## config.mk

```make
export PLATFORM = sky130hd
export DESIGN_NAME = sit_classify
export DESIGN_NICKNAME = d
export VERILOG_FILES = /design/src/hdl/sit_pkg.sv /design/src/hdl/sit_classify.sv
export SDC_FILE = /design/constraint.sdc
export NUM_CORES = 2
export LEC_CHECK = 0
export BUFFER_PORTS_ARGS = -buffer_cell sky130_fd_sc_hd__buf_2
export CORE_MARGIN = 3
export CORE_UTILIZATION = 61
export CTS_BUF_LIST = sky130_fd_sc_hd__clkbuf_4
export CTS_CLUSTER_SIZE = 10
export DETAILED_ROUTE_END_ITERATION = 8
export PLACE_DENSITY_LB_ADDON = 0.25
export REMOVE_ABC_BUFFERS = 1
export SLEW_MARGIN = 20
export SYNTH_ARGS = -nofsm -noshare
export SYNTH_HDL_FRONTEND = slang
export SYNTH_SLANG_ARGS = --single-unit
```

## constraint.sdc

```tcl
create_clock -name clk -period 7.1 [get_ports clk]
set_input_delay 1.42 -clock clk [delete_from_list [all_inputs] [get_ports clk]]
set_output_delay 1.42 -clock clk [all_outputs]
set_load 0.02 [all_outputs]
```

## src/hdl/sit_pkg.sv

```systemverilog
// Shared types and defaults for the segment intersection test.
// No dependencies; imported by sit_classify, segment_intersection_test and tb.
`default_nettype none

package sit_pkg;

  localparam int COORD_WIDTH_DEF = 16;

  // Position of a point relative to a directed reference segment
  typedef enum logic [1:0] {
    CLS_RIGHT,
    CLS_LEFT,
    CLS_COL_IN,
    CLS_COL_OUT
  } cls_t;

endpackage

`default_nettype wire

```

## src/hdl/sit_classify.sv

```systemverilog
// Three-stage classifier of point c against the segment from a to b.
// Stages: differences and box test, cross products, product compare.
// Depends on sit_pkg.
`default_nettype none

module sit_classify
  import sit_pkg::*;
#(
  parameter int COORD_WIDTH = COORD_WIDTH_DEF
) (
  input  wire logic                          clk,
  input  wire logic                          en,
  input  wire logic signed [COORD_WIDTH-1:0] a_x,
  input  wire logic signed [COORD_WIDTH-1:0] a_y,
  input  wire logic signed [COORD_WIDTH-1:0] b_x,
  input  wire logic signed [COORD_WIDTH-1:0] b_y,
  input  wire logic signed [COORD_WIDTH-1:0] c_x,
  input  wire logic signed [COORD_WIDTH-1:0] c_y,
  output cls_t                               cls
);

  localparam int DW = COORD_WIDTH + 1;
  localparam int PW = 2 * DW;

  // Stage 1: differences, degenerate flags, bounding box
  logic signed [DW-1:0] ux_nxt, uy_nxt, vx_nxt, vy_nxt;
  logic signed [DW-1:0] ux_r, uy_r, vx_r, vy_r;
  logic                 deg_nxt, same_nxt, in_box_nxt;
  logic                 deg_r, same_r, in_box_r;

  assign ux_nxt = DW'(b_x) - DW'(a_x);
  assign uy_nxt = DW'(b_y) - DW'(a_y);
  assign vx_nxt = DW'(c_x) - DW'(a_x);
  assign vy_nxt = DW'(c_y) - DW'(a_y);

  assign deg_nxt  = (a_x == b_x) && (a_y == b_y);
  assign same_nxt = (c_x == a_x) && (c_y == a_y);

  // c >= min(a, b) is c >= a or c >= b; likewise for the upper bound
  assign in_box_nxt = ((c_x >= a_x) || (c_x >= b_x)) && ((c_x <= a_x) || (c_x <= b_x)) &&
                      ((c_y >= a_y) || (c_y >= b_y)) && ((c_y <= a_y) || (c_y <= b_y));

  always_ff @(posedge clk) begin
    if (en) begin
      ux_r     <= ux_nxt;
      uy_r     <= uy_nxt;
      vx_r     <= vx_nxt;
      vy_r     <= vy_nxt;
      deg_r    <= deg_nxt;
      same_r   <= same_nxt;
      in_box_r <= in_box_nxt;
    end
  end

  // Stage 2: the two cross product terms
  logic signed [PW-1:0] lhs_r, rhs_r;
  logic                 deg2_r, same2_r, in_box2_r;

  always_ff @(posedge clk) begin
    if (en) begin
      lhs_r     <= ux_r * vy_r;
      rhs_r     <= vx_r * uy_r;
      deg2_r    <= deg_r;
      same2_r   <= same_r;
      in_box2_r <= in_box_r;
    end
  end

  // Stage 3: compare and classify
  cls_t cls_nxt, cls_r;

  always_comb begin
    if (deg2_r) begin
      cls_nxt = same2_r ? CLS_COL_IN : CLS_RIGHT;
    end else if (lhs_r > rhs_r) begin
      cls_nxt = CLS_RIGHT;
    end else if (lhs_r < rhs_r) begin
      cls_nxt = CLS_LEFT;
    end else begin
      cls_nxt = in_box2_r ? CLS_COL_IN : CLS_COL_OUT;
    end
  end

  always_ff @(posedge clk) begin
    if (en) begin
      cls_r <= cls_nxt;
    end
  end

  assign cls = cls_r;

endmodule

`default_nettype wire

```

## Word level (Yosys, flattened, before mapping)

Cells that the tools add are included.

- Word-level logic and storage cells: 47
- Flip-flop bits (word level): 144

- Order comparisons: 10
- Reductions and logical operators: 9
- $mul: 2
- Add/sub/neg operators: 4
- Equal/unequal tests: 4
- Multiplexer cells: 5

Operators with widths:

| kind | number |
|---|---|
| 17-bit by 17-bit multiplier with 34-bit output | 2 |
| 16-bit by 16-bit subtractor with 17-bit output | 4 |
| 16-bit == test | 4 |
| 16-bit >= comparator | 4 |
| 16-bit less-or-equal comparator | 4 |
| 34-bit greater-than comparator | 1 |
| 34-bit < comparator | 1 |
| 2-bit two-way mux | 4 |
| 1-bit logical AND | 5 |
| 1-bit logical OR | 4 |
| 1-bit two-way mux | 1 |

## Logic depth before layout (Yosys ltp)

- Word-level depth: 5
- Depth in mapped cells: 24

## Worst setup path after synthesis

Ideal clock, no wire load.

- Path kind: register -> register
- Start: reg ux_r[16]
- End: reg lhs_r[33] (data pin)
- Slack: 0.887 ns
- Period minus slack after synthesis: 6.213 ns
- Data required time: 6.842 ns
- Buffers on the path: 1
- Stages on the path, launching flop included: 21
- Arrival time: 5.956 ns
- Cells stage by stage: edfxtp_1 -> clkbuf_1 -> nand2_1 -> inv_1 -> fa_1 -> fa_1 -> fa_1 -> fa_1 -> fa_1 -> inv_1 -> fa_1 -> inv_1 -> ha_1 -> inv_1 -> o21bai_1 -> a21o_1 -> a21o_1 -> a221o_1 -> a41o_1 -> o22a_1 -> xnor2_1

- Cells in the longest elaborated chain, start to end: 1

RTL lines:

| element | RTL line | text |
|---|---|---|
| from (decl) | sit_classify.sv:27 | `logic signed [DW-1:0] ux_r, uy_r, vx_r, vy_r;` |
| from (signal assigned) | sit_classify.sv:45 | `ux_r <= ux_nxt;` |
| 17-bit by 17-bit multiplier with 34-bit output | sit_classify.sv:61 | `lhs_r <= ux_r * vy_r;` |
| to (signal assigned) | sit_classify.sv:61 |  |
| to (decl) | sit_classify.sv:56 | `logic signed [PW-1:0] lhs_r, rhs_r;` |

No other way between the ends.
A chain may end at the register's enable or synchronous reset.

## Final worst setup path

- Start: reg vx_r[7]
- End: reg rhs_r[30] (data pin)

- Cells in the longest elaborated chain, start to end: 1

RTL lines:

| element | RTL line | text |
|---|---|---|
| from (decl) | sit_classify.sv:27 |  |
| from (signal assigned) | sit_classify.sv:47 | `vx_r <= vx_nxt;` |
| 17-bit by 17-bit multiplier with 34-bit output | sit_classify.sv:62 | `rhs_r <= vx_r * uy_r;` |
| to (signal assigned) | sit_classify.sv:62 |  |
| to (decl) | sit_classify.sv:56 |  |

No other way between the ends.

==> flow_metrics.tcl <==
set metrics [dict create \
    drc 0 \
    fillers 4013 \
    dieArea_um2 53600 \
    multi_input_area_um2 23500 \
    grt_max_degree 102 \
    critPathRequiredTime_ns 7.50 \
    clk_path_buf_depth 2 \
    cts_buffers 17 \
    r2r-start "vx_r[7]$_DFFE_PP_" \
    area_growth_pct 5.60 \
    mappedNetlistArea_um2 31000 \
    synth.top_cell.area_share_pct 38.5 \
    wl_per_cell_um 19.5 \
    async_flop_share_pct 0 \
    cts_root_buf "clkbuf_4" \
    h-tree-depth 4 \
    max_freq_ghz 0.147 \
    insertion_delay_ns 0.63 \
    cts_hold_buf 0 \
    dpl.hpwl_um 66900 \
    grt_pass1_vias 24300 \
    gp_congestion 0.983 \
    grt_pass1_wl_um 127000 \
    skew_ns 0.0377 \
    grtUsageTotal_pct 30.6 \
    vias 22600 \
    clock-sinks 144 \
    drt_iter0_markers 1531 \
    criticalPathCategory "reg2reg" \
    numPortBuffers 99 \
    start_kind "register" \
    slew_headroom_pct 32.9 \
    finish.utilization_pct 65.3 \
    seq_area_um2 4320 \
    arrival_ns 7.22 \
    hold_end "same2_r$_DFFE_PP_" \
    r2r_setup_slack_ns 0.29 \
    die_h_um 232 \
    viasPerCell 5.63 \
    hold_violations 0 \
    ant_nets 0 \
    hold_path.startpoint "same_r$_DFFE_PP_" \
    status "finished, final reports clean" \
    reg2regPathDepth 22 \
    final.period_utilization_pct 96.0 \
    critPathMaxFanout 17 \
    drv_slew 0 \
    core_area_um2 50200 \
    drt_pass1_iterations 6 \
    cts.clk_slew.worst_paths_ns 0.16 \
    placed_area_um2 32400 \
    synth-seq-cells 144 \
    worst_pin_slew_ns 1.01 \
    rsz0062_at_grt "no" \
    cts_setup_buffers 0 \
    end_kind "register" \
    ys.flop_type "edfxtp_1" \
    hold-path-cell-count 0 \
    yosysSeqAreaShare_pct 13.9 \
    cts_tree "built" \
    die_x_um 232 \
    io_pins 100 \
    stdcell_area_um2 32800 \
    synth_area_leaders "fa_1 38%, edfxtp_1 14%, ha_1 12%" \
    final_nets 4325 \
    fp-row-count 82 \
    final.min_clock_period_ns 6.81 \
    syn_avg_cell_area_um2 9.57 \
    yosysUniqueCellTypes 72 \
    cts_resized 0 \
    hold_path_class "reg2reg" \
    syn_inst 3241 \
    hold_slack_ns 0.450 \
    synth_warnings 0 \
    routed_wl_um 78400 \
    layout-drive-gt1-share_pct 6.19 \
    final-setup-viol-count 0 \
    antenna_found_initial 5 \
    tns_ns 0 \
    overflow 0 \
    r2r_end "rhs_r[30]$_DFFE_PP_" \
    synth_edf_count 144 \
    synth_top_cell_by_area "fa_1" \
    start_util_pct 61.9 \
    maxCapViolCount 0 \
]
## cells in the final DEF, fill, tap and decap left out, drive strengths merged, types with 11 or more instances in the layout
master and count:
nand3 22, inv 792, clkbuf 17, nand2b 26, nand2 316, nor2b 28, nor2 103, and2 290
o21a 19, o21ai 73, a21o 50, xnor2 97, nor4 11, a211oi 14, xor2 23, nand4 23
ha 302, buf 147, nor3 25, a21oi 93, edfxtp 144, fa 596
## through the flow
stage | instances | setup WS [ns]
floorplan | 3163 | 0.959
global placement | 3982 | 0.494
detailed placement | 3982 | 0.367
CTS | 4014 | 0.340
global route | 4014 | 0.0318
finish | 4017 | 0.286
## logic make-up (layout without fill, tap and decap cells)
kind of cell	count (synthesis)	count (layout)	share of synthesized area [%]
fa+ha+maj	898	898	50.6
simple gates	878	878	14.3
buf+inv	863	964	10.4
compound gates	331	331	7.07
flops	144	144	13.9
xor+xnor	120	120	3.39
mux	7	7	0.226
other cells	0	3	0
## flip-flops by register name, indices dropped and copies added, names as in the netlist
register and count:
deg_r 1, uy_r 17, same2_r 1, deg2_r 1
vy_r 17, lhs_r 34, in_box_r 1, vx_r 17
rhs_r 34, ux_r 17, in_box2_r 1, cls 2
same_r 1
## worst max-delay path: stages (launching register included)
cell      delay [ns]
edfxtp_1        0.82
nand2_1         0.17
fa_1            0.56
inv_1           0.05
fa_1            0.50
inv_1           0.06
fa_1            0.54
inv_1           0.05
fa_1            0.45
fa_1            0.51
inv_1           0.05
fa_1            0.49
inv_1           0.05
ha_1            0.34
and4_4          0.19
and2_1          0.15
o21a_1          0.17
a311oi_2        0.45
a22oi_2         0.23
a21o_1          0.26
a211o_1         0.29
a21oi_2         0.15
xnor2_1         0.07
## cell usage after synthesis, types with 4 or more instances
cell	count
inv_1	785
fa_1	596
nand2_1	316
ha_1	302
and2_1	290
edfxtp_1	144
nor2_1	103
xnor2_1	97
a21oi_1	89
clkbuf_1	78
o21ai_0	55
a21o_1	50
nor2b_1	27
nand2b_1	26
nor3_1	25
nand4_1	23
xor2_1	23
nand3_1	22
o21a_1	17
o21ai_1	16
a211oi_1	13
nor4_1	11
o21bai_1	10
o211ai_1	9
and4_1	8
mux2i_1	7
a31oi_1	6
o2111ai_1	6
or2_2	6
a21boi_0	5
a21boi_1	5
or3_1	5
a211o_1	4
and3_1	4
## area by class of cell
class,count,area share (%)
clock buffers,17,0.389
repair buffers,147,2.63
multi-input cells,2234,71.6
flip-flops and latches,144,13.2
inverters,785,8.99
clock inverters,15,0.584
diodes,3,0.0229
well taps,672,2.57
## routing by layer
layer | GRT usage, % | share of wire [%] | vias to the layer above
li1 | - | - | 10200
met1 | 40.6 | 40 | 11300
met2 | 50.1 | 47 | 941
met3 | 5.25 | 8.3 | 191
met4 | 13.1 | 4.8 | 0
met5 | 0 | 0 | -
## worst max-delay path by stage
stage,from,to,slack (ns),cells past startpoint
after detailed placement,uy_r[2]$_DFFE_PP_,rhs_r[33]$_DFFE_PP_,0.37,19
after CTS,uy_r[2]$_DFFE_PP_,rhs_r[33]$_DFFE_PP_,0.34,19
after global routing,uy_r[2]$_DFFE_PP_,rhs_r[33]$_DFFE_PP_,0.03,19
final,vx_r[7]$_DFFE_PP_,rhs_r[30]$_DFFE_PP_,0.29,22
after global placement,uy_r[2]$_DFFE_PP_,rhs_r[33]$_DFFE_PP_,0.49,19
after floorplan,ux_r[16]$_DFFE_PP_,lhs_r[33]$_DFFE_PP_,0.96,19
Power is not shown: default switching activity piles up to over one toggle a cycle in this logic, so the estimate is an artifact.
